File: src/sv/fpr_pkg.sv
// shared types, codes and constants of the framed packet receiver
package fpr_pkg;

  localparam int unsigned MaxPayload = 128;

  localparam int unsigned ByteW   = 8;
  localparam int unsigned IndexW  = 7;
  localparam int unsigned EventW  = 2;
  localparam int unsigned FaultW  = 3;
  localparam int unsigned CfgAddrW = 2;
  localparam int unsigned CfgDataW = 16;
  localparam int unsigned InDataW  = 8;
  localparam int unsigned OutDataW = 48;

  localparam logic [CfgAddrW-1:0] RegStartWord = 2'd0;
  localparam logic [CfgAddrW-1:0] RegEndWord   = 2'd1;
  localparam logic [CfgAddrW-1:0] RegDirCode   = 2'd2;
  localparam logic [CfgAddrW-1:0] RegCmdCode   = 2'd3;

  localparam logic [EventW-1:0] EvPayload = 2'd0;
  localparam logic [EventW-1:0] EvGood    = 2'd1;
  localparam logic [EventW-1:0] EvFault   = 2'd2;

  localparam logic [FaultW-1:0] FaultNone    = 3'd0;
  localparam logic [FaultW-1:0] FaultStart   = 3'd1;
  localparam logic [FaultW-1:0] FaultDir     = 3'd2;
  localparam logic [FaultW-1:0] FaultCmd     = 3'd3;
  localparam logic [FaultW-1:0] FaultTooLong = 3'd4;
  localparam logic [FaultW-1:0] FaultCsum    = 3'd5;
  localparam logic [FaultW-1:0] FaultEnd     = 3'd6;

  localparam logic [ByteW-1:0] TallyMax = 8'hFF;

  typedef struct packed {
    logic              valid;
    logic [EventW-1:0] ev;
    logic [ByteW-1:0]  payload_byte;
    logic [IndexW-1:0] payload_index;
    logic [ByteW-1:0]  frame_command;
    logic [ByteW-1:0]  frame_length;
    logic [FaultW-1:0] fault_code;
    logic [ByteW-1:0]  fault_count;
  } fpr_result_t;

endpackage

File: src/sv/framed_packet_receiver_top.sv
// top level of the framed packet receiver
// Takes one received byte (or a release beat) per cycle and checks it against the frame
// layout start word, direction, command, big-endian length, payload, inverted additive
// checksum and end word. Each payload byte, a good frame and each fault give one output
// beat. Parsing is a single state update per beat, so a new beat is accepted every cycle;
// a two-entry output buffer keeps input flowing while the output is stalled until one more
// result is parked in the skid register, after which input waits until the stalled output
// beat is taken. A result goes straight into the output register when that register is free
// or drains in the cycle of the input beat that causes it, and into the skid register otherwise.
module framed_packet_receiver_top (
  input  logic                          clk_i,
  input  logic                          rst_ni,
  input  logic                          cfg_we_i,
  input  logic [fpr_pkg::CfgAddrW-1:0]  cfg_addr_i,
  input  logic [fpr_pkg::CfgDataW-1:0]  cfg_wdata_i,
  input  logic                          s_axis_tvalid_i,
  output logic                          s_axis_tready_o,
  // rx_byte
  input  logic [fpr_pkg::InDataW-1:0]   s_axis_tdata_i,
  // kind
  input  logic                          s_axis_tuser_i,
  output logic                          m_axis_tvalid_o,
  input  logic                          m_axis_tready_i,
  // payload_byte, payload_index, frame_command, frame_length, fault_code, fault_count, zeros
  output logic [fpr_pkg::OutDataW-1:0]  m_axis_tdata_o,
  // event_res
  output logic [fpr_pkg::EventW-1:0]    m_axis_tuser_o
);
  import fpr_pkg::*;

  fpr_result_t res, out_res;
  logic        beat;

  assign beat = s_axis_tvalid_i && s_axis_tready_o;

  fpr_parser u_parser (
    .clk_i       (clk_i),
    .rst_ni      (rst_ni),
    .cfg_we_i    (cfg_we_i),
    .cfg_addr_i  (cfg_addr_i),
    .cfg_wdata_i (cfg_wdata_i),
    .beat_i      (beat),
    .kind_i      (s_axis_tuser_i),
    .rx_i        (s_axis_tdata_i),
    .res_o       (res)
  );

  fpr_outbuf u_outbuf (
    .clk_i   (clk_i),
    .rst_ni  (rst_ni),
    .res_i   (res),
    .ready_o (s_axis_tready_o),
    .valid_o (m_axis_tvalid_o),
    .ready_i (m_axis_tready_i),
    .res_o   (out_res)
  );

  assign m_axis_tuser_o = out_res.ev;
  assign m_axis_tdata_o = {6'd0, out_res.fault_count, out_res.fault_code,
                           out_res.frame_length, out_res.frame_command,
                           out_res.payload_index, out_res.payload_byte};

endmodule

File: src/sv/fpr_parser.sv
// frame parser: config registers, parse state and a result for each payload byte, good frame and fault
module fpr_parser (
  input  logic                          clk_i,
  input  logic                          rst_ni,
  input  logic                          cfg_we_i,
  input  logic [fpr_pkg::CfgAddrW-1:0]  cfg_addr_i,
  input  logic [fpr_pkg::CfgDataW-1:0]  cfg_wdata_i,
  input  logic                          beat_i,
  input  logic                          kind_i,
  input  logic [fpr_pkg::ByteW-1:0]     rx_i,
  output fpr_pkg::fpr_result_t          res_o
);
  import fpr_pkg::*;

  localparam logic [2:0] PhStart = 3'd0;
  localparam logic [2:0] PhDir   = 3'd1;
  localparam logic [2:0] PhCmd   = 3'd2;
  localparam logic [2:0] PhLen   = 3'd3;
  localparam logic [2:0] PhData  = 3'd4;
  localparam logic [2:0] PhCsum  = 3'd5;
  localparam logic [2:0] PhEnd   = 3'd6;

  logic [15:0]       start_word_q, end_word_q;
  logic [ByteW-1:0]  dir_code_q, cmd_code_q;

  logic [2:0]        phase_q, phase_d;
  logic              half_q, half_d;
  logic [ByteW-1:0]  len_hi_q, len_hi_d;
  logic [ByteW-1:0]  len_q, len_d;
  logic [IndexW-1:0] taken_q, taken_d;
  logic [ByteW-1:0]  sum_q, sum_d;
  logic [ByteW-1:0]  cmd_q, cmd_d;
  logic [ByteW-1:0]  tally_q, tally_d;
  logic              hold_q, hold_d;
  logic              discard_q, discard_d;

  logic              fault_hit;
  logic [FaultW-1:0] fault_sel;

  always_ff @(posedge clk_i or negedge rst_ni) begin
    if (!rst_ni) begin
      start_word_q <= '0;
      end_word_q   <= '0;
      dir_code_q   <= '0;
      cmd_code_q   <= '0;
    end else if (cfg_we_i) begin
      case (cfg_addr_i)
        RegStartWord: start_word_q <= cfg_wdata_i;
        RegEndWord:   end_word_q   <= cfg_wdata_i;
        RegDirCode:   dir_code_q   <= cfg_wdata_i[ByteW-1:0];
        RegCmdCode:   cmd_code_q   <= cfg_wdata_i[ByteW-1:0];
        default: ;
      endcase
    end
  end

  always_comb begin
    phase_d   = phase_q;
    half_d    = half_q;
    len_hi_d  = len_hi_q;
    len_d     = len_q;
    taken_d   = taken_q;
    sum_d     = sum_q;
    cmd_d     = cmd_q;
    tally_d   = tally_q;
    hold_d    = hold_q;
    discard_d = discard_q;
    fault_hit = 1'b0;
    fault_sel = FaultNone;
    res_o     = '0;

    if (beat_i) begin
      if (kind_i) begin
        hold_d = 1'b0;
      end else if (hold_q) begin
        hold_d = 1'b1;
      end else if (discard_q) begin
        discard_d = 1'b0;
      end else begin
        case (phase_q)
          PhStart: begin
            if (!half_q) begin
              if (rx_i != start_word_q[15:8]) begin
                fault_hit = 1'b1;
                fault_sel = FaultStart;
              end else begin
                half_d = 1'b1;
              end
            end else begin
              half_d = 1'b0;
              if (rx_i != start_word_q[7:0]) begin
                fault_hit = 1'b1;
                fault_sel = FaultStart;
              end else begin
                phase_d = PhDir;
              end
            end
          end
          PhDir: begin
            if (rx_i != dir_code_q) begin
              fault_hit = 1'b1;
              fault_sel = FaultDir;
            end else begin
              phase_d = PhCmd;
            end
          end
          PhCmd: begin
            if (rx_i != cmd_code_q) begin
              fault_hit = 1'b1;
              fault_sel = FaultCmd;
            end else begin
              cmd_d   = rx_i;
              sum_d   = rx_i;
              half_d  = 1'b0;
              phase_d = PhLen;
            end
          end
          PhLen: begin
            if (!half_q) begin
              len_hi_d = rx_i;
              half_d   = 1'b1;
            end else begin
              half_d = 1'b0;
              len_d  = rx_i;
              if ({len_hi_q, rx_i} > 16'(MaxPayload)) begin
                fault_hit = 1'b1;
                fault_sel = FaultTooLong;
              end else begin
                taken_d = '0;
                phase_d = (rx_i == '0) ? PhCsum : PhData;
              end
            end
          end
          PhData: begin
            sum_d = sum_q + rx_i;
            if (({1'b0, taken_q} + 8'd1) >= len_q) begin
              taken_d = '0;
              phase_d = PhCsum;
            end else begin
              taken_d = taken_q + 1'b1;
            end
            res_o.valid         = 1'b1;
            res_o.ev            = EvPayload;
            res_o.payload_byte  = rx_i;
            res_o.payload_index = taken_q;
            res_o.frame_command = cmd_q;
            res_o.frame_length  = len_q;
            res_o.fault_count   = tally_q;
          end
          PhCsum: begin
            if (rx_i != ~sum_q) begin
              fault_hit = 1'b1;
              fault_sel = FaultCsum;
            end else begin
              half_d  = 1'b0;
              phase_d = PhEnd;
            end
          end
          PhEnd: begin
            if (!half_q) begin
              if (rx_i != end_word_q[15:8]) begin
                fault_hit = 1'b1;
                fault_sel = FaultEnd;
              end else begin
                half_d = 1'b1;
              end
            end else begin
              half_d = 1'b0;
              if (rx_i != end_word_q[7:0]) begin
                fault_hit = 1'b1;
                fault_sel = FaultEnd;
              end else begin
                phase_d             = PhStart;
                hold_d              = 1'b1;
                res_o.valid         = 1'b1;
                res_o.ev            = EvGood;
                res_o.frame_command = cmd_q;
                res_o.frame_length  = len_q;
                res_o.fault_count   = tally_q;
              end
            end
          end
          default: begin
            phase_d = PhStart;
            half_d  = 1'b0;
          end
        endcase

        if (fault_hit) begin
          if (tally_q != TallyMax) begin
            tally_d = tally_q + 1'b1;
          end
          phase_d           = PhStart;
          half_d            = 1'b0;
          discard_d         = 1'b1;
          res_o             = '0;
          res_o.valid       = 1'b1;
          res_o.ev          = EvFault;
          res_o.fault_code  = fault_sel;
          res_o.fault_count = tally_d;
        end
      end
    end
  end

  always_ff @(posedge clk_i or negedge rst_ni) begin
    if (!rst_ni) begin
      phase_q   <= PhStart;
      half_q    <= 1'b0;
      len_hi_q  <= '0;
      len_q     <= '0;
      taken_q   <= '0;
      sum_q     <= '0;
      cmd_q     <= '0;
      tally_q   <= '0;
      hold_q    <= 1'b0;
      discard_q <= 1'b0;
    end else begin
      phase_q   <= phase_d;
      half_q    <= half_d;
      len_hi_q  <= len_hi_d;
      len_q     <= len_d;
      taken_q   <= taken_d;
      sum_q     <= sum_d;
      cmd_q     <= cmd_d;
      tally_q   <= tally_d;
      hold_q    <= hold_d;
      discard_q <= discard_d;
    end
  end

endmodule

File: src/sv/fpr_outbuf.sv
// two-entry output buffer: result register plus skid register
module fpr_outbuf (
  input  logic                 clk_i,
  input  logic                 rst_ni,
  input  fpr_pkg::fpr_result_t res_i,
  output logic                 ready_o,
  output logic                 valid_o,
  input  logic                 ready_i,
  output fpr_pkg::fpr_result_t res_o
);
  import fpr_pkg::*;

  fpr_result_t out_q, skid_q;
  logic        out_v_q, skid_v_q;
  logic        out_fire;

  assign out_fire = out_v_q && ready_i;
  assign ready_o  = !skid_v_q;
  assign valid_o  = out_v_q;
  assign res_o    = out_q;

  always_ff @(posedge clk_i or negedge rst_ni) begin
    if (!rst_ni) begin
      out_v_q  <= 1'b0;
      skid_v_q <= 1'b0;
    end else if (skid_v_q) begin
      if (out_fire) begin
        skid_v_q <= 1'b0;
      end
    end else if (res_i.valid) begin
      if (!out_v_q || out_fire) begin
        out_v_q <= 1'b1;
      end else begin
        skid_v_q <= 1'b1;
      end
    end else if (out_fire) begin
      out_v_q <= 1'b0;
    end
  end

  always_ff @(posedge clk_i) begin
    if (skid_v_q) begin
      if (out_fire) begin
        out_q <= skid_q;
      end
    end else if (res_i.valid) begin
      if (!out_v_q || out_fire) begin
        out_q <= res_i;
      end else begin
        skid_q <= res_i;
      end
    end
  end

endmodule

File: config.mk
export PLATFORM = sky130hd
export DESIGN_NAME = framed_packet_receiver_top
export DESIGN_NICKNAME = d
export VERILOG_FILES = /design/src/sv/fpr_pkg.sv /design/src/sv/framed_packet_receiver_top.sv /design/src/sv/fpr_parser.sv /design/src/sv/fpr_outbuf.sv
export SDC_FILE = /design/constraint.sdc
export NUM_CORES = 1
export LEC_CHECK = 0
export BUFFER_PORTS_ARGS = -buffer_cell sky130_fd_sc_hd__buf_2
export CORE_MARGIN = 2
export CORE_UTILIZATION = 59
export DETAILED_ROUTE_END_ITERATION = 8
export GPL_TIMING_DRIVEN = 1
export PLACE_DENSITY = 0.79
export SLEW_MARGIN = 30
export SYNTH_ARGS = -nofsm -noshare
export SYNTH_HDL_FRONTEND = slang
export SYNTH_SLANG_ARGS = --single-unit
File: constraint.sdc
create_clock -name clk_i -period 6.9 [get_ports clk_i]
set_input_delay 0.345 -clock clk_i [delete_from_list [all_inputs] [get_ports clk_i]]
set_output_delay 0.345 -clock clk_i [all_outputs]
set_load 0.02 [all_outputs]
==> results.ini, run 1 <==
[setup_path]
crit-reg2reg-launch = u_parser.phase_q[0]
rr_worst_depth = 10
crit_path_end_kind = flip-flop
slowest_stage = nor3b_2
path_cells = inv_1 -> nor3b_1 -> nand2_1 -> o21ai_1 -> or4_4 -> nand2_1 -> inv_1 -> nor2_1 -> nor3b_2 -> buf_4
critPathBufInv = 3
start_kind = flip-flop
worst_ep_arrival_time_ns = 3.75
critPathMaxFanout = 37
path_class = flip-flop to flip-flop
r2r_slack_ns = 3.22
critPathMaxStageDelay_ns = 0.54
crit_required_ns = 6.97
cp.depth = 10
critPathTopFamily = simple AND/OR/NAND/NOR gates
r2r-end = u_outbuf.skid_q[12]

[drt]
antenna_left = 0
wl_um = 18850
drc = 0
first_pass_iters = 5
drtIter0Drc = 582
via_per_inst = 5.962
num_vias = 5992
wl_per_cell_um = 18.76

[global_route]
grt_pass1_vias = 5863
grt_max_degree = 59
grt_remaining_overflow = 0
antenna_found_initial = 0
grt_usage = 0.2415
grt_pass1_wl_um = 30480

[synth]
yosys_warnings = 0
synth.top_cell.area_share = 0.2932
synthDistinctLibCells = 57
synth_mux_area_frac = 0.08982
yosys.area_share.simple = 0.1156
synthAdderAreaFrac = 0.02582
ys_ff_latch = 191
ys_seq_area_frac = 0.5792
synth_edf_count = 88
async_flop_share = 0.5393
yosysMostFrequentCell = dfrtp_1
synth_common_cells = dfrtp_1, edfxtp_1, mux2_2
yosysTopAreaCell = edfxtp_1
synthFlopType = dfrtp_1
synth_xor_area_frac = 0.05831
syn-cell-area_um2 = 9012
avgSynthCellArea_um2 = 12.28
synth_area_leaders = edfxtp_1, dfrtp_1, mux2_2, xnor2_1, a21o_1
synth_top_family_by_area = simple AND/OR/NAND/NOR gates
synth_compound_area_frac = 0.09704
syn_inst = 734

[sta]
max_freq_mhz = 271.9
final_hold_viol_count = 0
period_share = 0.5330
finalMaxSlewViolations = 0
slew_headroom = 0.3900
finalSetupViolations = 0
min_period_ns = 3.678
worst_clock_skew_ns = 0.01173
worstMarginPinSlew_ns = 0.9116
setup_tns_ns = 0
rsz0062_at_grt = no

[floorplanning]
die_w_um = 127.6
core-area_um2 = 15090
fp.dieArea_um2 = 16280
io_pins = 84
initial_utilization = 0.5973
rows = 45
die_y_um = 127.6

[placed_design]
dp_hpwl_um = 13050
gp_congestion = 0.8875
portBuffers = 77

[hold_path]
min_path_cells = 2
min_path_type = primary input to flip-flop
min_to = u_parser.hold_q
hp-start = s_axis_tuser_i

[cts]
cts_tree = yes
cts_buffers = 17
post_cts_buffers = 0
cts_hold_buf = 1
clk_pin_slew_ns = 0.07
cts_buffer_depth = 2
clkLatencyLatePin_ns = 0.43
cts.sinks = 191
post_cts_resized = 0
clockRootBuffer = clkbuf_16
htree_levels = 4

[pwr]
cellPowerDensity_nw_per_um2 = 297.6
p_switching_uw = 849.9
peakVddDrop_uv = 157.3
power_leakage_uw = 0.004470
fin_total_pwr_uw = 3015
combPwrFrac = 0.182
pwr-share-seq = 0.484
p_clk_frac = 0.334
p_int_uw = 2165
switching_share = 0.2819

[finish]
antenna_cells = 0
fillers = 1126
nets = 854
drive_gt1_frac = 0.2472
area_growth_syn_to_layout_pct = 12.41

[run_status]
status = finished, final reports clean

[flow_run]
cap_violations = 0

## registers in the layout (all words and copies together), names as in the netlist
register               flops
u_outbuf.res_o            44
u_outbuf.skid_q           44
u_outbuf.skid_v_q          1
u_outbuf.valid_o           1
u_parser.cmd_code_q        8
u_parser.cmd_q             8
u_parser.dir_code_q        8
u_parser.discard_q         1
u_parser.end_word_q       16
u_parser.half_q            1
u_parser.hold_q            1
u_parser.len_hi_q          8
u_parser.len_q             8
u_parser.phase_q           3
u_parser.start_word_q     16
u_parser.sum_q             8
u_parser.taken_q           7
u_parser.tally_q           8
## power by group through the flow
| stage | sequential [uW] | combinational [uW] | clock (uW) |
|---|---|---|---|
| floorplan | 1550 | 312 | 0 |
| global placement | 1470 | 531 | 0 |
| detailed placement | 1480 | 551 | 0 |
| CTS | 1460 | 555 | 1020 |
| global route | 1470 | 600 | 1070 |
| finish | 1460 | 549 | 1010 |
## final cells by class
type	count	area, um^2	share of cell area
Multi-Input combinational cell	487	3531	0.3485
Inverter	21	78.83	0.007781
Sequential cell	191	5220	0.5153
Tap cell	188	235.2	0.02322
Timing Repair Buffer	86	457.9	0.04520
Clock buffer	19	464.2	0.04582
Clock inverter	13	143.9	0.01420
## cells by family (layout without fill, tap and decap cells)
| kind of cell | Yosys count | count (layout) |
|---|---|---|
| buffers and inverters | 61 | 139 |
| multiplexers | 72 | 72 |
| AO/OA/AOI/OAI | 132 | 132 |
| AND/OR/NAND/NOR | 199 | 199 |
| flip-flops | 191 | 191 |
| XOR/XNOR | 60 | 60 |
| other | 1 | 6 |
| adder cells (fa/ha/maj) | 18 | 18 |
## routing by layer
layer / wire (um) / up-vias / part of all wire / GRT usage
li1: - / 2761 / - / -
met1: 8194 / 2926 / 0.43 / 0.3249
met2: 9081 / 250 / 0.48 / 0.3841
met3: 946 / 55 / 0.050 / 0.04355
met4: 631 / 0 / 0.033 / 0.1157
met5: 0 / - / 0 / 0
## worst max path at each step
stage	end	start
finish	u_outbuf.skid_q[12]	u_parser.phase_q[0]
global route	u_outbuf.skid_q[5]	u_parser.phase_q[0]
CTS	u_outbuf.skid_q[12]	u_outbuf.skid_v_q
detailed placement	u_outbuf.skid_q[28]	s_axis_tdata_i[6]
global placement	u_outbuf.skid_q[27]	s_axis_tdata_i[6]
floorplan	u_outbuf.skid_q[0]	s_axis_tdata_i[7]
## metrics by stage
stage | util | std cells | instance area, um^2 | hold slack [ns] | setup WS, ns
2_1_floorplan | - | 739 | 9031 | 0.04941 | 1.487
3_3_place_gp | 0.6299 | 972 | 9504 | 0.3775 | 3.195
3_5_place_dp | 0.6302 | 972 | 9509 | 0.3833 | 3.060
4_1_cts | 0.6711 | 1005 | 10130 | 0.1195 | 3.260
5_1_grt | 0.6714 | 1005 | 10130 | 0.1417 | 2.920
6_report | 0.6714 | 1005 | 10130 | 0.1372 | 3.222
## placed cells by master, fill, tap and decap left out, drive strengths merged, types with 2 or more instances in the layout
master	n
a211oi	4
a21boi	2
a21o	42
a21oi	19
a22o	2
a22oi	2
a31oi	6
and2	14
and3	18
buf	85
bufinv	2
clkbuf	19
clkinv	4
conb	6
dfrtp	103
edfxtp	88
ha	17
inv	27
mux2	68
mux2i	4
nand2	44
nand2b	12
nand3	21
nand3b	3
nand4	10
nor2	38
nor2b	7
nor3	11
nor3b	6
nor4	7
o21a	2
o21ai	36
o21bai	3
o31a	3
o31ai	3
or2	5
or4	2
xnor2	46
xor2	14
No activity file was read; power rests on OpenSTA's default activity.
==> run 2: changes to the inputs <==
--- a/config.mk
+++ b/config.mk
@@ -5,12 +5,13 @@
 export SDC_FILE = /design/constraint.sdc
 export NUM_CORES = 1
 export LEC_CHECK = 0
+export ABC_AREA = 1
 export BUFFER_PORTS_ARGS = -buffer_cell sky130_fd_sc_hd__buf_2
 export CORE_MARGIN = 2
-export CORE_UTILIZATION = 59
+export CORE_UTILIZATION = 60
 export DETAILED_ROUTE_END_ITERATION = 8
 export GPL_TIMING_DRIVEN = 1
-export PLACE_DENSITY = 0.79
+export PLACE_DENSITY = 0.8
 export SLEW_MARGIN = 30
 export SYNTH_ARGS = -nofsm -noshare
 export SYNTH_HDL_FRONTEND = slang
==> constraint.sdc (replaced) <==
create_clock -name clk_i -period 3.45 [get_ports clk_i]
set_input_delay 0.1725 -clock clk_i [delete_from_list [all_inputs] [get_ports clk_i]]
set_output_delay 0.1725 -clock clk_i [all_outputs]
set_load 0.02 [all_outputs]
==> run 2 against run 1 <==
Compared with the run above: die area grew 2.5%; routed wire length grew 6.9%; design area grew 3.7%; clock-buffer cell count grew 3; non-clock buffer count grew 6; critical path depth grew 2; total power grew 120%; via count grew 19%.
==> results.ini, run 2 <==
[setup_path]
critPathMaxStageDelay_ns = 0.45
crit_required_ns = 3.53
crit_path_end_kind = flip-flop
path_class = flip-flop to flip-flop
worst_ep_arrival_time_ns = 2.93
start_kind = flip-flop
path_cells = nor2_1 -> nand2_1 -> inv_1 -> nand2_2 -> inv_1 -> nand2_1 -> nand2_4 -> inv_6 -> nand2_1 -> nand2_1 -> nand2_2 -> buf_4
path_common_cell = nand2_1
rr_worst_depth = 12
slowest_stage = buf_4
critPathMaxFanout = 43

[synth]
yosys_warnings = 0
synth_edf_count = 88
synth.top_cell.area_share = 0.2812
ys_seq_area_frac = 0.5555
synthDistinctLibCells = 48
yosysTopAreaCell = edfxtp_1
async_flop_share = 0.5393
ys_ff_latch = 191
synth_area_leaders = edfxtp_1, dfrtp_1, nand2_1, o21ai_0, inv_1
yosysMostFrequentCell = nand2_1
avgSynthCellArea_um2 = 9.195
synthFlopType = dfrtp_1
syn_inst = 1022
synth_common_cells = nand2_1, inv_1, dfrtp_1
syn-cell-area_um2 = 9398

[placed_design]
portBuffers = 77
placed_cell_area_um2 = 9871
dp_hpwl_um = 13710
dp_worst_setup_slack_ns = 0.6215
gp_congestion = 0.9124

[pwr]
combPwrFrac = 0.249
p_int_uw = 4444
switching_share = 0.3284
power_leakage_uw = 0.004991
p_clk_frac = 0.294
peakVddDrop_uv = 380.5
fin_total_pwr_uw = 6617
pwr-share-seq = 0.457
cellPowerDensity_nw_per_um2 = 629.8
p_switching_uw = 2173

[cts]
htree_levels = 4
clockRootBuffer = clkbuf_16
cts_buffer_depth = 2
clkLatencyLatePin_ns = 0.44
clk_pin_slew_ns = 0.07
post_cts_buffers = 0
cts.sinks = 191
cts_buffers = 17
cts_tree = yes

[finish]
area_growth_syn_to_layout_pct = 11.81
nets = 1146
postLayoutCoreUtil = 0.6886
fillers = 1209
antenna_cells = 0
final_common_cell = nand2_1
final_cell_mix = nand2_1, inv_1, dfrtp_1, o21ai_0, edfxtp_1
drive_gt1_frac = 0.1569
fin_area_um2 = 10510

[sta]
setup_tns_ns = 0
slew_headroom = 0.4341
final_hold_viol_count = 0
rsz0062_at_grt = no
worstMarginPinSlew_ns = 0.8489
layout_setup_ws_ns = 0.6018
finalMaxSlewViolations = 0
min_period_ns = 2.848
max_freq_mhz = 351.1
period_share = 0.8256
finalSetupViolations = 0
worst_clock_skew_ns = 0.009095

[hold_path]
min_path_type = primary input to flip-flop
min_path_cells = 3

[floorplanning]
initial_utilization = 0.6159
io_pins = 84
die_w_um = 129.2
core-area_um2 = 15260
rows = 45
fp.dieArea_um2 = 16680
die_y_um = 129.2

[global_route]
grt_max_degree = 68
antenna_found_initial = 0
grt_pass1_wl_um = 32890
grt_remaining_overflow = 0
grt_usage = 0.2552
grt_pass1_vias = 6659

[drt]
drc = 0
via_per_inst = 5.393
num_vias = 7119
wl_um = 20160
drtIter0Drc = 600
first_pass_iters = 6
wl_per_cell_um = 15.27
antenna_left = 0

[flow_run]
cap_violations = 0

[run_status]
status = finished, final reports clean

==> run 2: worst max-delay path, delay by kind of cell, from the launching register on <==
family                 cells  cell delay (ns)
DFF                        1             0.38
and+or+nand+nor            8             1.12
buffers and inverters      4             0.96
==> run 2: per-stage QoR <==
stage	std cells	hold slack [ns]
after floorplan	1027	-0.1231
after global placement	1283	0.3367
after detailed placement	1283	0.3247
after CTS	1320	0.01005
after global routing	1320	0.02863
final	1320	0.01411
==> run 2: path summary, 6_finish.rpt <==
path | slack, ns | start | end
setup / recovery | 0.60 | u_outbuf.skid_v_q | u_outbuf.res_o[20]
hold / removal | 0.01 | cfg_wdata_i[12] | u_parser.end_word_q[12]
setup reg to reg | 0.60 | u_outbuf.skid_v_q | u_outbuf.res_o[20]
hold reg to reg | 0.48 | u_parser.start_word_q[12] | u_parser.start_word_q[12]
max in group asynchronous | 2.25 | rst_ni | u_parser.phase_q[1]
min in group asynchronous | 0.37 | rst_ni | u_parser.dir_code_q[5]
==> run 2: area by class of cell <==
class                   instances  area [um^2]  area share
well taps                     211        264.0     0.02512
inverters                     119        459.2     0.04370
repair buffers                 92        513.0     0.04882
clock inverters                10        97.59    0.009288
flip-flops and latches        191         5220      0.4968
clock buffers                  22        479.2     0.04561
multi-input cells             675         3475      0.3307
==> run 2: timing repair <==
item,4_1_cts,5_1_grt
endpoints found under the hold margin,72,0
resized for setup,0,0
hold buffers,5,0
==> run 2: power by group through the flow <==
stage	registers (uW)	logic, uW	clock network [uW]
final	3030	1650	1940
after floorplan	3150	1120	0
after global placement	3050	1580	0
after global routing	3060	1840	2050
after detailed placement	3060	1620	0
after CTS	3020	1650	1950
==> run 2: layer usage <==
metal / GRT usage / share of wire
met5: 0 / 0
met4: 0.1061 / 0.026
met3: 0.05120 / 0.054
met2: 0.4207 / 0.48
met1: 0.3332 / 0.44
==> run 2: cells by family after synthesis <==
logic type | Yosys count | share of synthesized area
compound gates | 156 | 0.09093
xor+xnor | 33 | 0.03075
fa+ha+maj | 18 | 0.02476
buf+inv | 161 | 0.07815
flops | 191 | 0.5555
mux | 2 | 0.002263
other cells | 1 | 0.0003990
simple gates | 460 | 0.2173
